### src/sv/lpls_pkg.sv
// Package for the light profile sampler: operation and profile codes, the
// pipeline control struct, fixed-point constants and the two pow ROMs.
// Used by every module of the block but lpls_ram; depends on nothing.
package lpls_pkg;

	localparam int MAX_TABLES_DEF    = 16;
	localparam int TABLE_SAMPLES_DEF = 32;
	localparam int ID_BASE_DEF       = 100;

	localparam logic [15:0] ONE_Q15 = 16'd32768;
	localparam logic [14:0] ONE_Q14 = 15'd16384;
	localparam logic [14:0] BAT_CENTER = 15'd7373;
	localparam logic [15:0] BAT_FLOOR = 16'd11469;
	// ceil(2^23 / 10): exact floor division by ten for operands below 2^22.
	localparam logic [19:0] RECIP10 = 20'd838861;
	localparam int RECIP_SH = 23;
	localparam int Q_W = 16;
	localparam int DVD_W = 40;
	localparam int DVS_W = 24;

	typedef enum logic [1:0] {
		FN_EVAL   = 2'd0,
		FN_WRITE  = 2'd1,
		FN_COMMIT = 2'd2,
		FN_CLEAR  = 2'd3
	} func_t;

	typedef enum logic [2:0] {
		KIND_NONE,
		KIND_ROM45,
		KIND_ROM16,
		KIND_BAT,
		KIND_TABLE
	} kind_t;

	typedef struct packed {
		logic        valid;
		kind_t       kind;
		logic [15:0] factor;
		logic [9:0]  tid;
		logic        full;
	} pipe_t;

	function automatic logic [15:0] rom_p45(input logic [4:0] k);
		logic [15:0] v;
		case (k)
			5'd0: v = 16'd0;
			5'd1: v = 16'd0;
			5'd2: v = 16'd3;
			5'd3: v = 16'd18;
			5'd4: v = 16'd64;
			5'd5: v = 16'd175;
			5'd6: v = 16'd397;
			5'd7: v = 16'd794;
			5'd8: v = 16'd1448;
			5'd9: v = 16'd2460;
			5'd10: v = 16'd3953;
			5'd11: v = 16'd6070;
			5'd12: v = 16'd8979;
			5'd13: v = 16'd12872;
			5'd14: v = 16'd17967;
			5'd15: v = 16'd24509;
			default: v = 16'd32768;
		endcase
		return v;
	endfunction

	function automatic logic [15:0] rom_p16(input logic [4:0] k);
		logic [15:0] v;
		case (k)
			5'd0: v = 16'd0;
			5'd1: v = 16'd388;
			5'd2: v = 16'd1176;
			5'd3: v = 16'd2250;
			5'd4: v = 16'd3566;
			5'd5: v = 16'd5096;
			5'd6: v = 16'd6822;
			5'd7: v = 16'd8730;
			5'd8: v = 16'd10809;
			5'd9: v = 16'd13051;
			5'd10: v = 16'd15447;
			5'd11: v = 16'd17992;
			5'd12: v = 16'd20680;
			5'd13: v = 16'd23505;
			5'd14: v = 16'd26464;
			5'd15: v = 16'd29553;
			default: v = 16'd32768;
		endcase
		return v;
	endfunction

endpackage

### src/sv/lpls_analytic.sv
// Analytic profiles: interpolated pow ROMs and the batwing shape, in three
// register stages from the clamped cosine. Depends on lpls_pkg.
module lpls_analytic (
	input  logic        clk,
	input  logic        en,
	input  logic [14:0] c,
	input  logic        sel45,
	input  logic        is_bat,
	output logic [15:0] factor
);
	import lpls_pkg::*;

	logic [14:0] u;
	logic [13:0] d;
	logic [4:0]  i0, i1;
	logic [15:0] ra, rb;
	logic [15:0] a_s2, rom_s3, rom_s4;
	logic [25:0] prod_s2;
	logic [18:0] x1_s2;
	logic [17:0] x2_s2;
	logic [15:0] q1_s3, q2_s3;
	logic [15:0] mid, w;
	logic [31:0] bat_s4;
	logic        bat_s2, bat_s3, bat_s4b;

	always_comb begin
		u  = ONE_Q14 - c;
		d  = (u >= BAT_CENTER) ? 14'(u - BAT_CENTER) : 14'(BAT_CENTER - u);
		i0 = c[14:10];
		i1 = (i0 < 5'd16) ? i0 + 5'd1 : 5'd16;
		ra = sel45 ? rom_p45(i0) : rom_p16(i0);
		rb = sel45 ? rom_p45(i1) : rom_p16(i1);
		mid = (q1_s3 >= ONE_Q15) ? 16'd0 : ONE_Q15 - q1_s3;
		w   = BAT_FLOOR + q2_s3;
	end

	always_ff @(posedge clk) begin
		if (en) begin
			a_s2    <= ra;
			prod_s2 <= 26'(rb - ra) * 26'(c[9:0]);
			x1_s2   <= 19'(d) * 19'd44 + 19'd5;
			x2_s2   <= 18'(c) * 18'd13 + 18'd5;
			bat_s2  <= is_bat;

			rom_s3 <= a_s2 + 16'((prod_s2 + 26'd512) >> 10);
			q1_s3  <= 16'((39'(x1_s2) * 39'(RECIP10)) >> RECIP_SH);
			q2_s3  <= 16'((38'(x2_s2) * 38'(RECIP10)) >> RECIP_SH);
			bat_s3 <= bat_s2;

			rom_s4  <= rom_s3;
			bat_s4  <= 32'(mid) * 32'(w);
			bat_s4b <= bat_s3;
		end
	end

	assign factor = bat_s4b ? 16'((bat_s4 + 32'd16384) >> 15) : rom_s4;
endmodule

### config.mk
export PLATFORM = sky130hd
export DESIGN_NAME = lpls_analytic
export DESIGN_NICKNAME = d
export VERILOG_FILES = /design/src/sv/lpls_pkg.sv /design/src/sv/lpls_analytic.sv
export SDC_FILE = /design/constraint.sdc
export NUM_CORES = 2
export LEC_CHECK = 0
export ABC_AREA = 1
export CORE_ASPECT_RATIO = 0.5
export CORE_MARGIN = 2
export CORE_UTILIZATION = 47
export CTS_BUF_LIST = sky130_fd_sc_hd__clkbuf_16
export DETAILED_ROUTE_END_ITERATION = 7
export DONT_BUFFER_PORTS = 1
export GPL_ROUTABILITY_DRIVEN = 0
export GPL_TIMING_DRIVEN = 0
export HOLD_SLACK_MARGIN = 0.05
export PLACE_DENSITY = 0.64
export SETUP_SLACK_MARGIN = 0.15
export SYNTH_ARGS = -nofsm -noshare
export SYNTH_HDL_FRONTEND = slang
export SYNTH_SLANG_ARGS = --single-unit
### constraint.sdc
create_clock -name clk -period 10.9 [get_ports clk]
set_clock_uncertainty 0.1 [all_clocks]
set_input_delay 2.18 -clock clk [delete_from_list [all_inputs] [get_ports clk]]
set_output_delay 2.18 -clock clk [all_outputs]
set_load 0.05 [all_outputs]
==> results.yml <==
worst_setup_path:
  cpMostUsedCell: "fa_1"
  path_delay_family: "adder cells"
  worstPathArrival_ps: 10480
  path_max_fanout: 8
  critPathKind: "in2reg"
  crit_buf_inv: 6
  slowest_stage: "fa_1"
  end_kind: "flip-flop"
  worst_ep_required_time_ps: 10990
  cpPeakStageDelay_ps: 550
  worst_setup_path_start_kind: "primary input"
final_layout:
  num_antenna_cells: 0
  regArea_um2: 4530
  final_common_cell: "inv_1"
  drive_gt1_share_pct: 3.63
  layout_common_cells: "1108 x inv_1, 786 x nand2_1, 563 x ha_1, 544 x fa_1, 390 x nor2_1"
  multi_input_area_um2: 28700
  final_cells: 5703
  final_nets: 5767
  nFillCells: 7519
  synthToLayoutAreaGrowth_pct: 5.60
clock_tree:
  clock_sinks: 151
  ctsHoldBuffers: 0
  clock_path_buffers: 2
  numCtsBuffers: 17
  tritoncts: "yes"
  clk_pin_slew_ps: 80
  clockRootBuffer: "clkbuf_16"
  ctsHtreeMaxLevel: 4
  clk_latency_ps: 470
placement:
  hpwlAfterDp_um: 83300
  port_buffers: 0
  dp_cells: 5662
sta:
  period_needed_ps: 10390
  worst_pin_slew_ps: 1200
  rsz0062_at_grt: "no"
  final_hold_viol_count: 0
  fmax_ghz: 0.0962
  maxSlewHeadroom_pct: 19.9
  maxSlewViolCount: 0
  fin_crit_sh_pct: 95.3
  setup_viol: 0
floorplan:
  die_h_um: 204
  io_pins: 35
  start_util_pct: 47.5
  die_area_um2: 82600
  core_area_um2: 79400
  placementRows: 73
  die_w_um: 404
drt:
  viasPerCell: 5.27
  wire_per_inst_um: 17.0
  ant_nets: 0
  first_pass_iters: 6
  drc: 0
  routed-via-count: 30100
  drt-total-wl_um: 96900
  drtIter0Drc: 2483
synth:
  synth_area_um2: 37700
  synth_nets: 5739
  yosysTopAreaCellShare_pct: 28.9
  synth_ff_type: "edfxtp_1"
  syn_area_per_cell_um2: 8.17
  synth_edf_count: 151
  synth_area_leaders: "fa_1 29%, ha_1 19%, edfxtp_1 12%, inv_1 11%, nand2_1 7.9%"
  synth_largest_area_cell: "fa_1"
  yosysWarnings: 0
  postSynthCellCount: 4612
  ys_async_sr_fraction_pct: 0
  yosysUniqueCellTypes: 67
  synth-seq-cells: 151
  synth_sequential_area_ratio_pct: 12.0
global_routing:
  antenna_found_initial: 0
  grt_pass1_vias: 30500
  grt_start_max_net_pins: 152
  grt_pass1_wl_um: 158000
  grt-ovfl-total: 0
  grt_util_all_layers_pct: 24.0
outcome:
  status: "finished, final reports clean"
run:
  cap_violations: 0
min_path:
  worstHoldPathType: "reg2reg"
[cells in the mapped netlist, types with 11 or more instances]
cell and instances:
ha_1 564, or2_2 16, clkbuf_1 44, o211ai_1 13
a31oi_1 15, buf_2 20, nor3_1 31, a211oi_1 12
o21ai_0 142, nand2_1 788, edfxtp_1 151, o31ai_1 12
nand3_1 133, nand4_1 39, a21o_1 12, inv_1 1114
xor2_1 132, nor4_1 21, nor2_1 392, nor2_2 11
fa_1 544, a21oi_1 218, xnor2_1 51
[layer usage]
metal	track usage (%)	wire, um
met4	7.93	3400
met5	0	0
met2	40.8	45500
met1	32.3	42500
met3	2.54	5560
[sequential cells by signal, summed over array words and instances (netlist names)]
signal and flops:
x1_s2 17, q2_s3 15, bat_s2 1, rom_s3 16, bat_s3 1, x2_s2 18, a_s2 16, rom_s4 16
prod_s2 17, q1_s3 16, bat_s4 17, bat_s4b 1
[path summary, 6_finish.rpt]
path,to,cells past startpoint,slack (ps),startpoint
worst max-delay path,prod_s2[24],36,510,c[11]
worst min-delay path,rom_s4[15],0,320,rom_s3[15]
worst max register to register,bat_s4[22],39,2700,q1_s3[0]
worst min register to register,rom_s4[15],0,320,rom_s3[15]
[cell families after synthesis]
group           Yosys count  share of synthesized area (%)
compound gates          491                           7.44
xor+xnor                185                           4.34
fa+ha+maj              1108                           47.6
buf+inv                1203                           12.1
flops                   151                           12.0
simple gates           1474                           16.4
[area by class of cell]
| class | instances | area share (%) |
|---|---|---|
| plain buffers | 71 | 0.827 |
| clock buffers | 17 | 1.07 |
| clock inverters | 15 | 0.434 |
| inverters | 1132 | 10.7 |
| multi-input cells | 3258 | 72.1 |
| flip-flops and latches | 151 | 11.4 |
| well taps | 1050 | 3.30 |
| repair buffers | 9 | 0.170 |
[what timing repair did]
item                                    CTS  global route
pin swaps                                 0             3
setup buffers                             1             8
endpoints found under the setup margin   13            14
resized for setup                        11            25
[metrics by stage]
step	TNS [ps]	instance area, um2	hold slack (ps)	setup slack, ps	utilization, %
after floorplan	0	37700	300	867	-
after detailed placement	-8990	39000	305	-917	49.1
after global routing	0	39800	325	153	50.1
final	0	39800	322	510	50.1
after CTS	0	39700	321	163	50.0
after global placement	-7720	39000	302	-843	49.1
Power is not shown: default switching activity piles up to over one toggle a cycle in this logic, so the estimate is an artifact.
