`config.mk`:
```
export PLATFORM = sky130hd
export DESIGN_NAME = lpls_div
export DESIGN_NICKNAME = d
export VERILOG_FILES = /design/src/sv/lpls_pkg.sv /design/src/sv/lpls_div.sv
export SDC_FILE = /design/constraint.sdc
export NUM_CORES = 2
export LEC_CHECK = 0
export ABC_AREA = 1
export BUFFER_PORTS_ARGS = -buffer_cell sky130_fd_sc_hd__buf_2
export CAP_MARGIN = 30
export CELL_PAD_IN_SITES_DETAIL_PLACEMENT = 0
export CELL_PAD_IN_SITES_GLOBAL_PLACEMENT = 1
export CORE_MARGIN = 5
export CORE_UTILIZATION = 54
export CTS_BUF_LIST = sky130_fd_sc_hd__clkbuf_4 sky130_fd_sc_hd__clkbuf_8
export DETAILED_ROUTE_END_ITERATION = 8
export PLACE_DENSITY = 0.95
export REMOVE_ABC_BUFFERS = 1
export SYNTH_ARGS = -nofsm -noshare
export SYNTH_HDL_FRONTEND = slang
export SYNTH_SLANG_ARGS = --single-unit
```
`constraint.sdc`:
```
create_clock -name clk -period 4.9 [get_ports clk]
set_input_delay 0.245 -clock clk [delete_from_list [all_inputs] [get_ports clk]]
set_output_delay 0.245 -clock clk [all_outputs]
set_load 0.02 [all_outputs]
```
`src/sv/lpls_pkg.sv`:
```
// Package for the light profile sampler: operation and profile codes, the
// pipeline control struct, fixed-point constants and the two pow ROMs.
// Used by every module of the block but lpls_ram; depends on nothing.
package lpls_pkg;

	localparam int MAX_TABLES_DEF    = 16;
	localparam int TABLE_SAMPLES_DEF = 32;
	localparam int ID_BASE_DEF       = 100;

	localparam logic [15:0] ONE_Q15 = 16'd32768;
	localparam logic [14:0] ONE_Q14 = 15'd16384;
	localparam logic [14:0] BAT_CENTER = 15'd7373;
	localparam logic [15:0] BAT_FLOOR = 16'd11469;
	// ceil(2^23 / 10): exact floor division by ten for operands below 2^22.
	localparam logic [19:0] RECIP10 = 20'd838861;
	localparam int RECIP_SH = 23;
	localparam int Q_W = 16;
	localparam int DVD_W = 40;
	localparam int DVS_W = 24;

	typedef enum logic [1:0] {
		FN_EVAL   = 2'd0,
		FN_WRITE  = 2'd1,
		FN_COMMIT = 2'd2,
		FN_CLEAR  = 2'd3
	} func_t;

	typedef enum logic [2:0] {
		KIND_NONE,
		KIND_ROM45,
		KIND_ROM16,
		KIND_BAT,
		KIND_TABLE
	} kind_t;

	typedef struct packed {
		logic        valid;
		kind_t       kind;
		logic [15:0] factor;
		logic [9:0]  tid;
		logic        full;
	} pipe_t;

	function automatic logic [15:0] rom_p45(input logic [4:0] k);
		logic [15:0] v;
		case (k)
			5'd0: v = 16'd0;
			5'd1: v = 16'd0;
			5'd2: v = 16'd3;
			5'd3: v = 16'd18;
			5'd4: v = 16'd64;
			5'd5: v = 16'd175;
			5'd6: v = 16'd397;
			5'd7: v = 16'd794;
			5'd8: v = 16'd1448;
			5'd9: v = 16'd2460;
			5'd10: v = 16'd3953;
			5'd11: v = 16'd6070;
			5'd12: v = 16'd8979;
			5'd13: v = 16'd12872;
			5'd14: v = 16'd17967;
			5'd15: v = 16'd24509;
			default: v = 16'd32768;
		endcase
		return v;
	endfunction

	function automatic logic [15:0] rom_p16(input logic [4:0] k);
		logic [15:0] v;
		case (k)
			5'd0: v = 16'd0;
			5'd1: v = 16'd388;
			5'd2: v = 16'd1176;
			5'd3: v = 16'd2250;
			5'd4: v = 16'd3566;
			5'd5: v = 16'd5096;
			5'd6: v = 16'd6822;
			5'd7: v = 16'd8730;
			5'd8: v = 16'd10809;
			5'd9: v = 16'd13051;
			5'd10: v = 16'd15447;
			5'd11: v = 16'd17992;
			5'd12: v = 16'd20680;
			5'd13: v = 16'd23505;
			5'd14: v = 16'd26464;
			5'd15: v = 16'd29553;
			default: v = 16'd32768;
		endcase
		return v;
	endfunction

endpackage

```
`src/sv/lpls_div.sv`:
```
// Pipelined restoring divider, one quotient bit per stage, for the table
// normalization. Carries the control struct alongside. Depends on lpls_pkg.
module lpls_div (
	input  logic                     clk,
	input  logic                     arst_n,
	input  logic                     en,
	input  lpls_pkg::pipe_t          pipe_in,
	input  logic [lpls_pkg::DVD_W-1:0] dvd,
	input  logic [lpls_pkg::DVS_W-1:0] dvs,
	input  logic                     ovf_in,
	output lpls_pkg::pipe_t          pipe_out,
	output logic [lpls_pkg::Q_W-1:0] quo,
	output logic                     ovf_out
);
	import lpls_pkg::*;

	pipe_t            pipe_q [Q_W+1];
	logic [DVS_W-1:0] rem_q  [Q_W+1];
	logic [DVS_W-1:0] dvs_q  [Q_W+1];
	logic [Q_W-1:0]   low_q  [Q_W+1];
	logic [Q_W-1:0]   quo_q  [Q_W+1];
	logic             ovf_q  [Q_W+1];

	always_ff @(posedge clk or negedge arst_n) begin
		if (!arst_n) begin
			pipe_q[0] <= '0;
		end else if (en) begin
			pipe_q[0] <= pipe_in;
		end
	end

	always_ff @(posedge clk) begin
		if (en) begin
			rem_q[0] <= dvd[DVD_W-1:Q_W];
			low_q[0] <= dvd[Q_W-1:0];
			dvs_q[0] <= dvs;
			quo_q[0] <= '0;
			ovf_q[0] <= ovf_in;
		end
	end

	for (genvar k = 1; k <= Q_W; k++) begin : g_stage
		logic [DVS_W:0] trial;
		logic           ge;
		always_comb begin
			trial = {rem_q[k-1], low_q[k-1][Q_W-1]};
			ge    = trial >= {1'b0, dvs_q[k-1]};
		end
		always_ff @(posedge clk or negedge arst_n) begin
			if (!arst_n) begin
				pipe_q[k] <= '0;
			end else if (en) begin
				pipe_q[k] <= pipe_q[k-1];
			end
		end
		always_ff @(posedge clk) begin
			if (en) begin
				rem_q[k] <= ge ? DVS_W'(trial - {1'b0, dvs_q[k-1]}) : trial[DVS_W-1:0];
				low_q[k] <= low_q[k-1] << 1;
				quo_q[k] <= {quo_q[k-1][Q_W-2:0], ge};
				dvs_q[k] <= dvs_q[k-1];
				ovf_q[k] <= ovf_q[k-1];
			end
		end
	end

	assign pipe_out = pipe_q[Q_W];
	assign quo      = quo_q[Q_W];
	assign ovf_out  = ovf_q[Q_W];
endmodule

```
==> impl_metrics.toml <==
[clock_tree]
clk_pin_slew_ns = 0.06
cts.repair.resized = 0
cts_setup_buffers = 0
tritoncts = "yes"
cts-buffers-inserted = 289
postCtsHoldBufs = 200
clock-sinks = 1584
cts.htree.levels = 5
worstSkewPairLatency_ns = 1.05
root_buffer = "clkbuf_8"
clk_path_buf_depth = 4

[worst_setup_path]
path_class = "reg -> reg"
start_kind = "flip-flop"
required_ns = 5.78
cp.arrival_ns = 4.31
critPathCaptureType = "flip-flop"
worstPathMaxFanout = 25

[global_route]
grt_pass1_vias = 66200
grt_max_degree = 160
grt_pass1_wl_mm = 362
grtUsageTotal_pct = 27.3
grt_antenna_before_repair = 2
grt_overflow_total = 0

[synthesis]
yosysWarnings = 0
netlist_instances = 10300
seq_area_frac_synth_pct = 51.9
synth.distinct_cells = 43
synth_top_area_cell = "edfxtp_1"
synth_edf_count = 1057
yosysMostFrequentCell = "nand2_1"
synth_area_leaders = "edfxtp_1 37%, dfrtp_1 15%, nand2_1 15%"
synth-main-ff-cell = "edfxtp_1"
async_flop_share_pct = 33.3
ys_ff_latch = 1584
syn_avg_cell_area_um2 = 8.44
netlist.area_leader.share_pct = 36.7
synthTopCellsByCount = "3,503 x nand2_1, 1,951 x inv_1, 1,057 x edfxtp_1"
syn_area_mm2 = 0.0866

[final_layout]
fin_area_mm2 = 0.0971
fin_util_pct = 60.7
nNetsFinal = 11200
area_growth_pct = 12.2
fin_cells = 13000
drive_gt1_share_pct = 8.32

[timing]
rsz0062_at_grt = "false"
fmaxAchievable_ghz = 0.291
tightest_slew_ns = 1.15
finalHoldViolCount = 0
maxSlewViolCount = 0
hold_ws_ns = 0.382
setup_tns_ns = 0
setup_viol_count_final = 0
maxSlewHeadroom_pct = 23.6
fin_skew_ns = 0.0847
fin_crit_ns = 3.43
fin_crit_sh_pct = 70.1
setup_ws_ns = 1.47

[routing]
via_per_inst = 5.21
post-route-drc-count = 0
drtIter0Drc = 5510
wl_mm = 232
vias = 67700
dr.pass1.iters = 7
wire_per_inst_um = 17.8
ant_nets = 0

[placement]
portBuffers = 146
dp_slack_ns = 1.65
gp_congestion = 1.01
placed_cells = 12300
dpl-instance-area_mm2 = 0.0892
dp_hpwl_mm = 173

[pwr]
power_mw = 54.3
p_leak_nw = 48.9
ir_worst_vdd_v = 0.000341
power_density_mw_per_mm2 = 559

[die]
rows = 147
coreArea_mm2 = 0.160
io-pin-count = 147
die_y_um = 410
dieArea_mm2 = 0.168
initial_utilization_pct = 54.1
die_w_um = 410

[hold_path]
hold_class = "in -> reg"

[job]
maxCapViolations = 0

[run_status]
outcome = "complete, no violations"
[cell type report]
type                            instances  area (um^2)
Antenna cell                            1         2.50
Sequential cell                      1584        44900
Timing Repair Buffer                  422         3530
Clock inverter                         93          862
Clock buffer                          405         5030
Multi-Input combinational cell       6441        32800
Tap cell                             2086         2610
Inverter                             1971         7400
Fill cell                           13700        62900
[worst max-delay path: stages (launching register included)]
cell and delay [ns]:
edfxtp_1 0.42, inv_1 0.07, ha_1 0.37, nand2_1 0.10, inv_1 0.08, nand2_1 0.12
nor3_1 0.28, nand4_2 0.80, nand3_4 0.71, nand2_1 0.16, nand2_1 0.13
[registers in the layout, summed over array words and instances, names as in the netlist]
register and count:
rem_q 384, low_q 136, quo_q 136, pipe_out 31, ovf_q 17, pipe_q 496
dvs_q 384
[cell usage in the layout, fill, tap and decap left out, drive strengths merged]
cell type	instances
edfxtp	1057
clkinvlp	9
xor2	141
nand3b	25
clkinv	69
clkbuf	405
ha	384
bufinv	16
inv	1970
o21a	15
nor3	57
o211ai	1
nand3	403
a21oi	401
dlygate4sd3	199
nand2	3504
diode	1
mux2	83
nor2	675
or2	5
a221oi	1
a21o	1
xnor2	20
fa	15
nand4	467
dfrtp	527
nor4	4
buf	223
and2	10
o21ai	229
[power by group]
group	total [mW]	switching (mW)	internal (mW)
clock network	13.0	5.51	7.46
logic	21.7	14.6	7.02
registers	19.7	1.83	17.9
[worst paths after layout]
path	endpoint	cells past startpoint	slack, ns	start
min in group asynchronous	pipe_q[344]$_DFFE_PN0P_	4	0.54	arst_n
min	low_q[0][58]$_DFFE_PP_	2	0.38	en
max reg2reg	rem_q[0][28]$_DFFE_PP_	10	1.47	dvs_q[0][16]$_DFFE_PP_
max in group asynchronous	pipe_q[204]$_DFFE_PN0P_	4	3.53	arst_n
max	rem_q[0][28]$_DFFE_PP_	10	1.47	dvs_q[0][16]$_DFFE_PP_
min reg2reg	quo_q[1][70]$_DFFE_PP_	0	0.39	quo_q[1][53]$_DFFE_PP_
[logic make-up after synthesis]
group,count (synthesis),synth area share [%]
compound gates,648,3.99
xor+xnor,161,1.63
fa+ha+maj,399,5.90
buf+inv,2231,10.3
flops,1584,51.9
mux,83,1.08
simple gates,5150,25.2
[layer usage]
layer | vias up | global-route usage (%) | wire length [um]
met5 | - | 0 | 0
met4 | 0 | 11.0 | 9240
met3 | 473 | 4.15 | 13500
met2 | 2081 | 46.9 | 114000
met1 | 31600 | 34.8 | 95400
li1 | 33500 | - | -
No activity file was read; power rests on OpenSTA's default activity.
