[src/sv/lpls_ram.sv]
// Generic single-write, single-read synchronous RAM with registered read data.
// Standalone; the read data holds while the read enable is low.
module lpls_ram #(
	parameter int WIDTH = 24,
	parameter int DEPTH = 32
) (
	input  logic                                    clk,
	input  logic                                    we,
	input  logic [((DEPTH > 1) ? $clog2(DEPTH) : 1)-1:0] waddr,
	input  logic [WIDTH-1:0]                        wdata,
	input  logic                                    re,
	input  logic [((DEPTH > 1) ? $clog2(DEPTH) : 1)-1:0] raddr,
	output logic [WIDTH-1:0]                        rdata
);
	logic [WIDTH-1:0] mem [DEPTH];

	always_ff @(posedge clk) begin
		if (we) begin
			mem[waddr] <= wdata;
		end
		if (re) begin
			rdata <= mem[raddr];
		end
	end
endmodule

[config.mk]
export PLATFORM = sky130hd
export DESIGN_NAME = lpls_ram
export DESIGN_NICKNAME = d
export VERILOG_FILES = /design/src/sv/lpls_ram.sv
export SDC_FILE = /design/constraint.sdc
export NUM_CORES = 1
export LEC_CHECK = 0
export ABC_CLOCK_PERIOD_IN_PS = 3700
export BUFFER_PORTS_ARGS = -buffer_cell sky130_fd_sc_hd__buf_2
export CAP_MARGIN = 20
export CORE_ASPECT_RATIO = 0.75
export CORE_MARGIN = 1.5
export CORE_UTILIZATION = 30
export CTS_CLUSTER_SIZE = 8
export DETAILED_ROUTE_END_ITERATION = 10
export GPL_TIMING_DRIVEN = 0
export PLACE_DENSITY = 0.47
export SLEW_MARGIN = 20
export SYNTH_ARGS = -nofsm -noshare
export SYNTH_HDL_FRONTEND = slang
export SYNTH_SLANG_ARGS = --single-unit
[constraint.sdc]
create_clock -name clk -period 3.7 [get_ports clk]
set_input_delay 0.74 -clock clk [delete_from_list [all_inputs] [get_ports clk]]
set_output_delay 0.74 -clock clk [all_outputs]
set_load 0.005 [all_outputs]
==> impl_metrics.toml, run 1 <==
[run_status]
status = "finished clean"

[cells_and_area]
area_delta_synth_final_pct = 18.93
fill_cells = 9502
drive_above_1_share_pct = 16.09
seq_area_um2 = 23780
nNetsFinal = 1950
multiInputGateArea_um2 = 6559
fin_cells = 3260
layout_common_cells = "edfxtp_1, mux2i_1, clkbuf_16, buf_2"
final_common_cell = "edfxtp_1"

[worst_setup_path]
worst_setup_path_start_kind = "input port"
max_stage_delay_ps = 590
path_max_fanout = 10
critPathTopFamily = "buffers and inverters"
crit_path_start = "raddr[3]"
end_kind = "flop"
r2r-start = "mem[7][14]$_DFFE_PP_"
worstPathCellList = "buf_2 > or2_1 > clkbuf_1 > clkbuf_1 > nor3_1 > a31oi_1 > nand3_1"
rrSetupSlack_ps = 1970
r2r_end = "rdata[14]$_DFFE_PP_"
crit_required_ps = 4080
worst-setup-path-type = "input port to flop"
crit_arrival_ps = 2980
cp_common_cell = "clkbuf_1"
path_buf_inv = 3
rr_worst_depth = 5
slowest_stage = "clkbuf_1"

[detailed_routing]
drc = 0
dr.pass1.iters = 5
dr.first_iter.drc_count = 1350
postRouteAntennaNets = 0
viasPerCell = 4.894
vias = 15950
wirelength_mm = 80.71
wl_per_cell_um = 24.76

[synthesis]
synth_seq_cells = 792
ys_seq_area_share_pct = 77.41
synth.avg_cell_area_um2 = 17.96
synth_top_cell_by_area = "edfxtp_1"
yosysWarnings = 0
ys_top_cells_by_area = "edfxtp_1, mux2i_1, a22oi_1"
syn_area_um2 = 30720
synthDistinctLibCells = 23
synth_top_area_share_pct = 77.41
synthCells = 1711
synth_nets = 1748

[pwr]
cellLeakagePower_nw = 12.54
powerDensity_nw_per_um2 = 541.7
ir_worst_vdd_mv = 0.3395
p_total_mw = 19.79

[sta]
period_needed_ps = 2602
rsz0062_at_grt = "no"
fin_hold_ws_ps = 588.0
max_freq_ghz = 0.3844
skew_ps = 24.36
setup_viol = 0
relSlewSlack_pct = 30.88
worst_pin_slew_ps = 1037
finalHoldViolCount = 0
drv_slew = 0
fin_ws_ps = 1098
final.period_utilization_pct = 70.32

[placement]
gp_congestion = 0.7902
dp_hpwl_mm = 53.51
post-place-ws_ps = 321.6
placement.io_buffers = 59
dp_cells = 3141

[floorplanning]
die-width_um = 372.5
rows = 101
design.die.area_um2 = 104400
ioPinCount = 61
start_util_pct = 30.31
die_height_um = 280.1
core_um2 = 101400

[cts]
postCtsSetupRepairBufs = 0
cts_buffer_depth = 3
cts_buffers = 109
holdBufCountCts = 0
cts.repair.resized = 0
clk_pin_slew_ps = 50
clk-insertion-delay-late_ps = 690
cts-root-buf = "clkbuf_16"
cts_tree = "yes"
cts-htree-levels = 3
cts.sinks = 792

[job]
max-cap-violations = 0

[grt]
grt_antenna_before_repair = 4
grt_overflow = 0
grt_pass1_wl_mm = 115.4
gr-usage-all-layers_pct = 15.61
grt_pass1_vias = 16340
grt_max_degree = 33

[min_path]
hold_path_end = "mem[3][23]$_DFFE_PP_"
hp-start = "wdata[23]"
whs_path_depth = 1
hold_class = "input port to flop"
## per-layer routing
metal / vias up / GRT usage, % / part of all wire [%]
li1: 7185 / - / -
met1: 8229 / 23.54 / 50
met2: 433 / 22.60 / 42
met3: 103 / 3.709 / 5.8
met4: 4 / 3.457 / 1.7
met5: - / 0 / 0.032
## worst reg2reg max path: cells and delay by family (launching register included)
kind / cells / cell delay [ps]
simple gates: 2 / 270
flops: 1 / 350
mux: 1 / 150
compound gates: 2 / 660
## sequential cells by signal (all words and copies together), names as in the netlist
| name | cells |
|---|---|
| rdata | 24 |
| mem | 768 |
## per-stage QoR
stage	setup TNS, ps	util [%]	area [um^2]
3_5_place_dp	0	33.23	33680
5_1_grt	0	36.05	36540
2_1_floorplan	0	-	30720
3_3_place_gp	-200480	32.26	32690
6_report	0	36.05	36540
4_1_cts	0	36.05	36540
## where the power goes
part	internal (mW)	switching, mW	total, mW
clock network	5.24	3.44	8.68
registers	10.0	0.0285	10.1
logic	0.326	0.715	1.04
## kinds of logic (layout without fill, tap and decap cells)
group	after synthesis	after routing	synth area share [%]
multiplexers	384	384	12.51
AO/OA/AOI/OAI	216	216	4.789
flip-flops	792	792	77.41
other	0	1	0
AND/OR/NAND/NOR	221	221	3.266
buffers and inverters	98	307	2.024
## how the worst max path moves through the flow
stage / endpoint / slack [ps] / cells after the start
after global placement: mem[8][8]$_DFFE_PP_ / -610 / 4
after floorplan: mem[12][0]$_DFFE_PP_ / 870 / 3
after global routing: rdata[10]$_DFFE_PP_ / 1020 / 7
after detailed placement: rdata[10]$_DFFE_PP_ / 320 / 7
after CTS: rdata[10]$_DFFE_PP_ / 1070 / 7
final: rdata[14]$_DFFE_PP_ / 1100 / 7
## synthesized netlist by cell type
cell,instances
a21oi_1,72
a22o_1,48
a22oi_1,72
a31oi_1,24
and2_1,1
buf_1,4
buf_2,29
buf_4,13
buf_6,22
clkbuf_1,29
clkbuf_4,1
edfxtp_1,792
mux2i_1,384
nand2_1,74
nand2b_1,2
nand3_1,74
nand3b_1,5
nor2_1,34
nor2b_1,2
nor3_1,24
or2_1,1
or3_1,1
or3b_2,3
## final cells by class
class                           instances  area share (%)
Clock inverter                          6          0.1507
Timing Repair Buffer                   91           2.849
Tap cell                             1339           4.585
Buffer                                 98           1.702
Sequential cell                       792           65.09
Multi-Input combinational cell        821           17.95
Antenna cell                            1        0.006848
Clock buffer                          112           7.670
Power figures use the tool's default switching activity.
==> run 2, diff against run 1 <==
- ABC_CLOCK_PERIOD_IN_PS: 3700 -> 2300
- PLACE_DENSITY: 0.47 -> 0.49
- clock period: 3.7 -> 2.3 ns (I/O delays scaled with it)
==> impl_metrics.toml, run 2 (same netlist as run 1, synthesis figures left out) <==
[cells_and_area]
nNetsFinal = 1949
final_common_cell = "edfxtp_1"
largest-register = "mem"
area_delta_synth_final_pct = 18.86
multiInputGateArea_um2 = 6559
postLayoutCoreUtil_pct = 36.03
seq_area_um2 = 23780
fill_cells = 9465
drive_above_1_share_pct = 16.17
top_regs = "mem (768), rdata (24)"
largest_reg_flops = 768
layout_common_cells = "edfxtp_1, mux2i_1, clkbuf_16, buf_2"
final_area_um2 = 36520

[worst_setup_path]
end_kind = "flop"
path_max_fanout = 10
crit_arrival_ps = 2560
cp_common_cell = "buf_2"
crit_required_ps = 2610
max_stage_delay_ps = 480
slowest_stage = "nor2_1"
worst-setup-path-type = "input port to flop"
worst_setup_path_start_kind = "input port"
worstPathCellList = "buf_2 > nor2_1 > buf_2 > buf_2 > a22oi_1 > nand3_1 > nand3_1"

[cts]
cts-htree-levels = 3
cts_buffer_depth = 3
clk-insertion-delay-late_ps = 670
cts_tree = "yes"
cts_buffers = 108
cts-root-buf = "clkbuf_16"
cts.sinks = 792
clk_pin_slew_ps = 50

[grt]
grt_overflow = 0
grt_max_degree = 33
gr-usage-all-layers_pct = 15.43
grt_antenna_before_repair = 2
grt_pass1_vias = 16210
grt_pass1_wl_mm = 115.0

[floorplanning]
core_um2 = 101400
rows = 101
design.die.area_um2 = 104400
die_height_um = 280.1
ioPinCount = 61
start_util_pct = 30.31
die-width_um = 372.5

[sta]
fin_tns_setup_ps = 0
skew_ps = 21.13
max_freq_ghz = 0.4448
setup_viol = 0
relSlewSlack_pct = 30.69
final.period_utilization_pct = 97.76
fin_ws_ps = 51.63
period_needed_ps = 2248
rsz0062_at_grt = "no"
drv_slew = 0
finalHoldViolCount = 0
worst_pin_slew_ps = 1037

[pwr]
powerDensity_nw_per_um2 = 866.8
power_frac_seq_pct = 51.2
p_switching_mw = 6.686
p_int_mw = 24.97
switching_share_pct = 21.12
ir_worst_vdd_mv = 0.6800
comb_power_share_pct = 5.3
p_total_mw = 31.66
p_clk_share_pct = 43.6
cellLeakagePower_nw = 12.54

[detailed_routing]
wl_per_cell_um = 24.61
dr.first_iter.drc_count = 1320
vias = 16170
postRouteAntennaNets = 0
wirelength_mm = 80.21
dr.pass1.iters = 5
viasPerCell = 4.961
drc = 0

[job]
max-cap-violations = 0

[min_path]
hold_class = "input port to flop"

[placement]
dp_hpwl_mm = 53.94
gp_congestion = 0.7815
placement.io_buffers = 59
post-place-ws_ps = -720.4
place_area_um2 = 33700

[run_status]
status = "finished clean"
==> run 2: cell types whose count changed in the layout (fill, tap and decap cells not counted), moves of 2 or more <==
cell,delta
clkbuf_16,-2
diode_2,+2
clkbuf_2,+4
clkbuf_1,-4
buf_12,-3
buf_16,+3
==> run 2: per-stage QoR <==
stage,hold slack (ps),instances
2_1_floorplan,558.9,1711
3_3_place_gp,715.8,3109
3_5_place_dp,710.9,3141
4_1_cts,276.8,3256
5_1_grt,324.6,3257
6_report,317.0,3259
==> run 2: power groups by stage <==
stage	Combinational [mW]	Clock, mW	Sequential [mW]
final	1.67	13.8	16.2
after global routing	1.80	14.7	16.2
after CTS	1.70	14.1	16.2
after detailed placement	1.69	0	16.5
after global placement	1.61	0	16.5
after floorplan	0.846	0	16.5
==> run 2: layer usage <==
layer | vias to the layer above | global-route usage, % | wire length (um)
met5 | - | 0 | 10
met4 | 2 | 3.644 | 1414
met3 | 107 | 2.627 | 4422
met2 | 474 | 21.90 | 33650
met1 | 8400 | 24.21 | 40700
li1 | 7184 | - | -
==> run 2: layout make-up <==
| type | instances | area share, % |
|---|---|---|
| Clock inverter | 5 | 0.1405 |
| Sequential cell | 792 | 65.12 |
| Multi-Input combinational cell | 821 | 17.96 |
| Timing Repair Buffer | 91 | 2.912 |
| Tap cell | 1339 | 4.588 |
| Clock buffer | 110 | 7.538 |
| Buffer | 98 | 1.717 |
| Antenna cell | 3 | 0.02056 |
==> run 2: timing repair <==
action / CTS / global route
setup endpoints to repair: 3 / 1
buffers inserted: 0 / 0
gates resized for setup: 2 / 2
hold buffers: 0 / 0
==> run 2: critical path: cells and delay by family <==
| kind | cells | cell delay, ps |
|---|---|---|
| buffers and inverters | 3 | 980 |
| AND/OR/NAND/NOR | 3 | 940 |
| AO/OA/AOI/OAI | 1 | 160 |
==> run 2: worst paths after layout <==
path | start | end | slack (ps) | cells past startpoint
max | raddr[1] | rdata[22]$_DFFE_PP_ | 50 | 7
min | wdata[23] | mem[4][23]$_DFFE_PP_ | 320 | 1
max reg2reg | mem[7][7]$_DFFE_PP_ | rdata[7]$_DFFE_PP_ | 660 | 5
min reg2reg | mem[26][9]$_DFFE_PP_ | rdata[9]$_DFFE_PP_ | 710 | 4
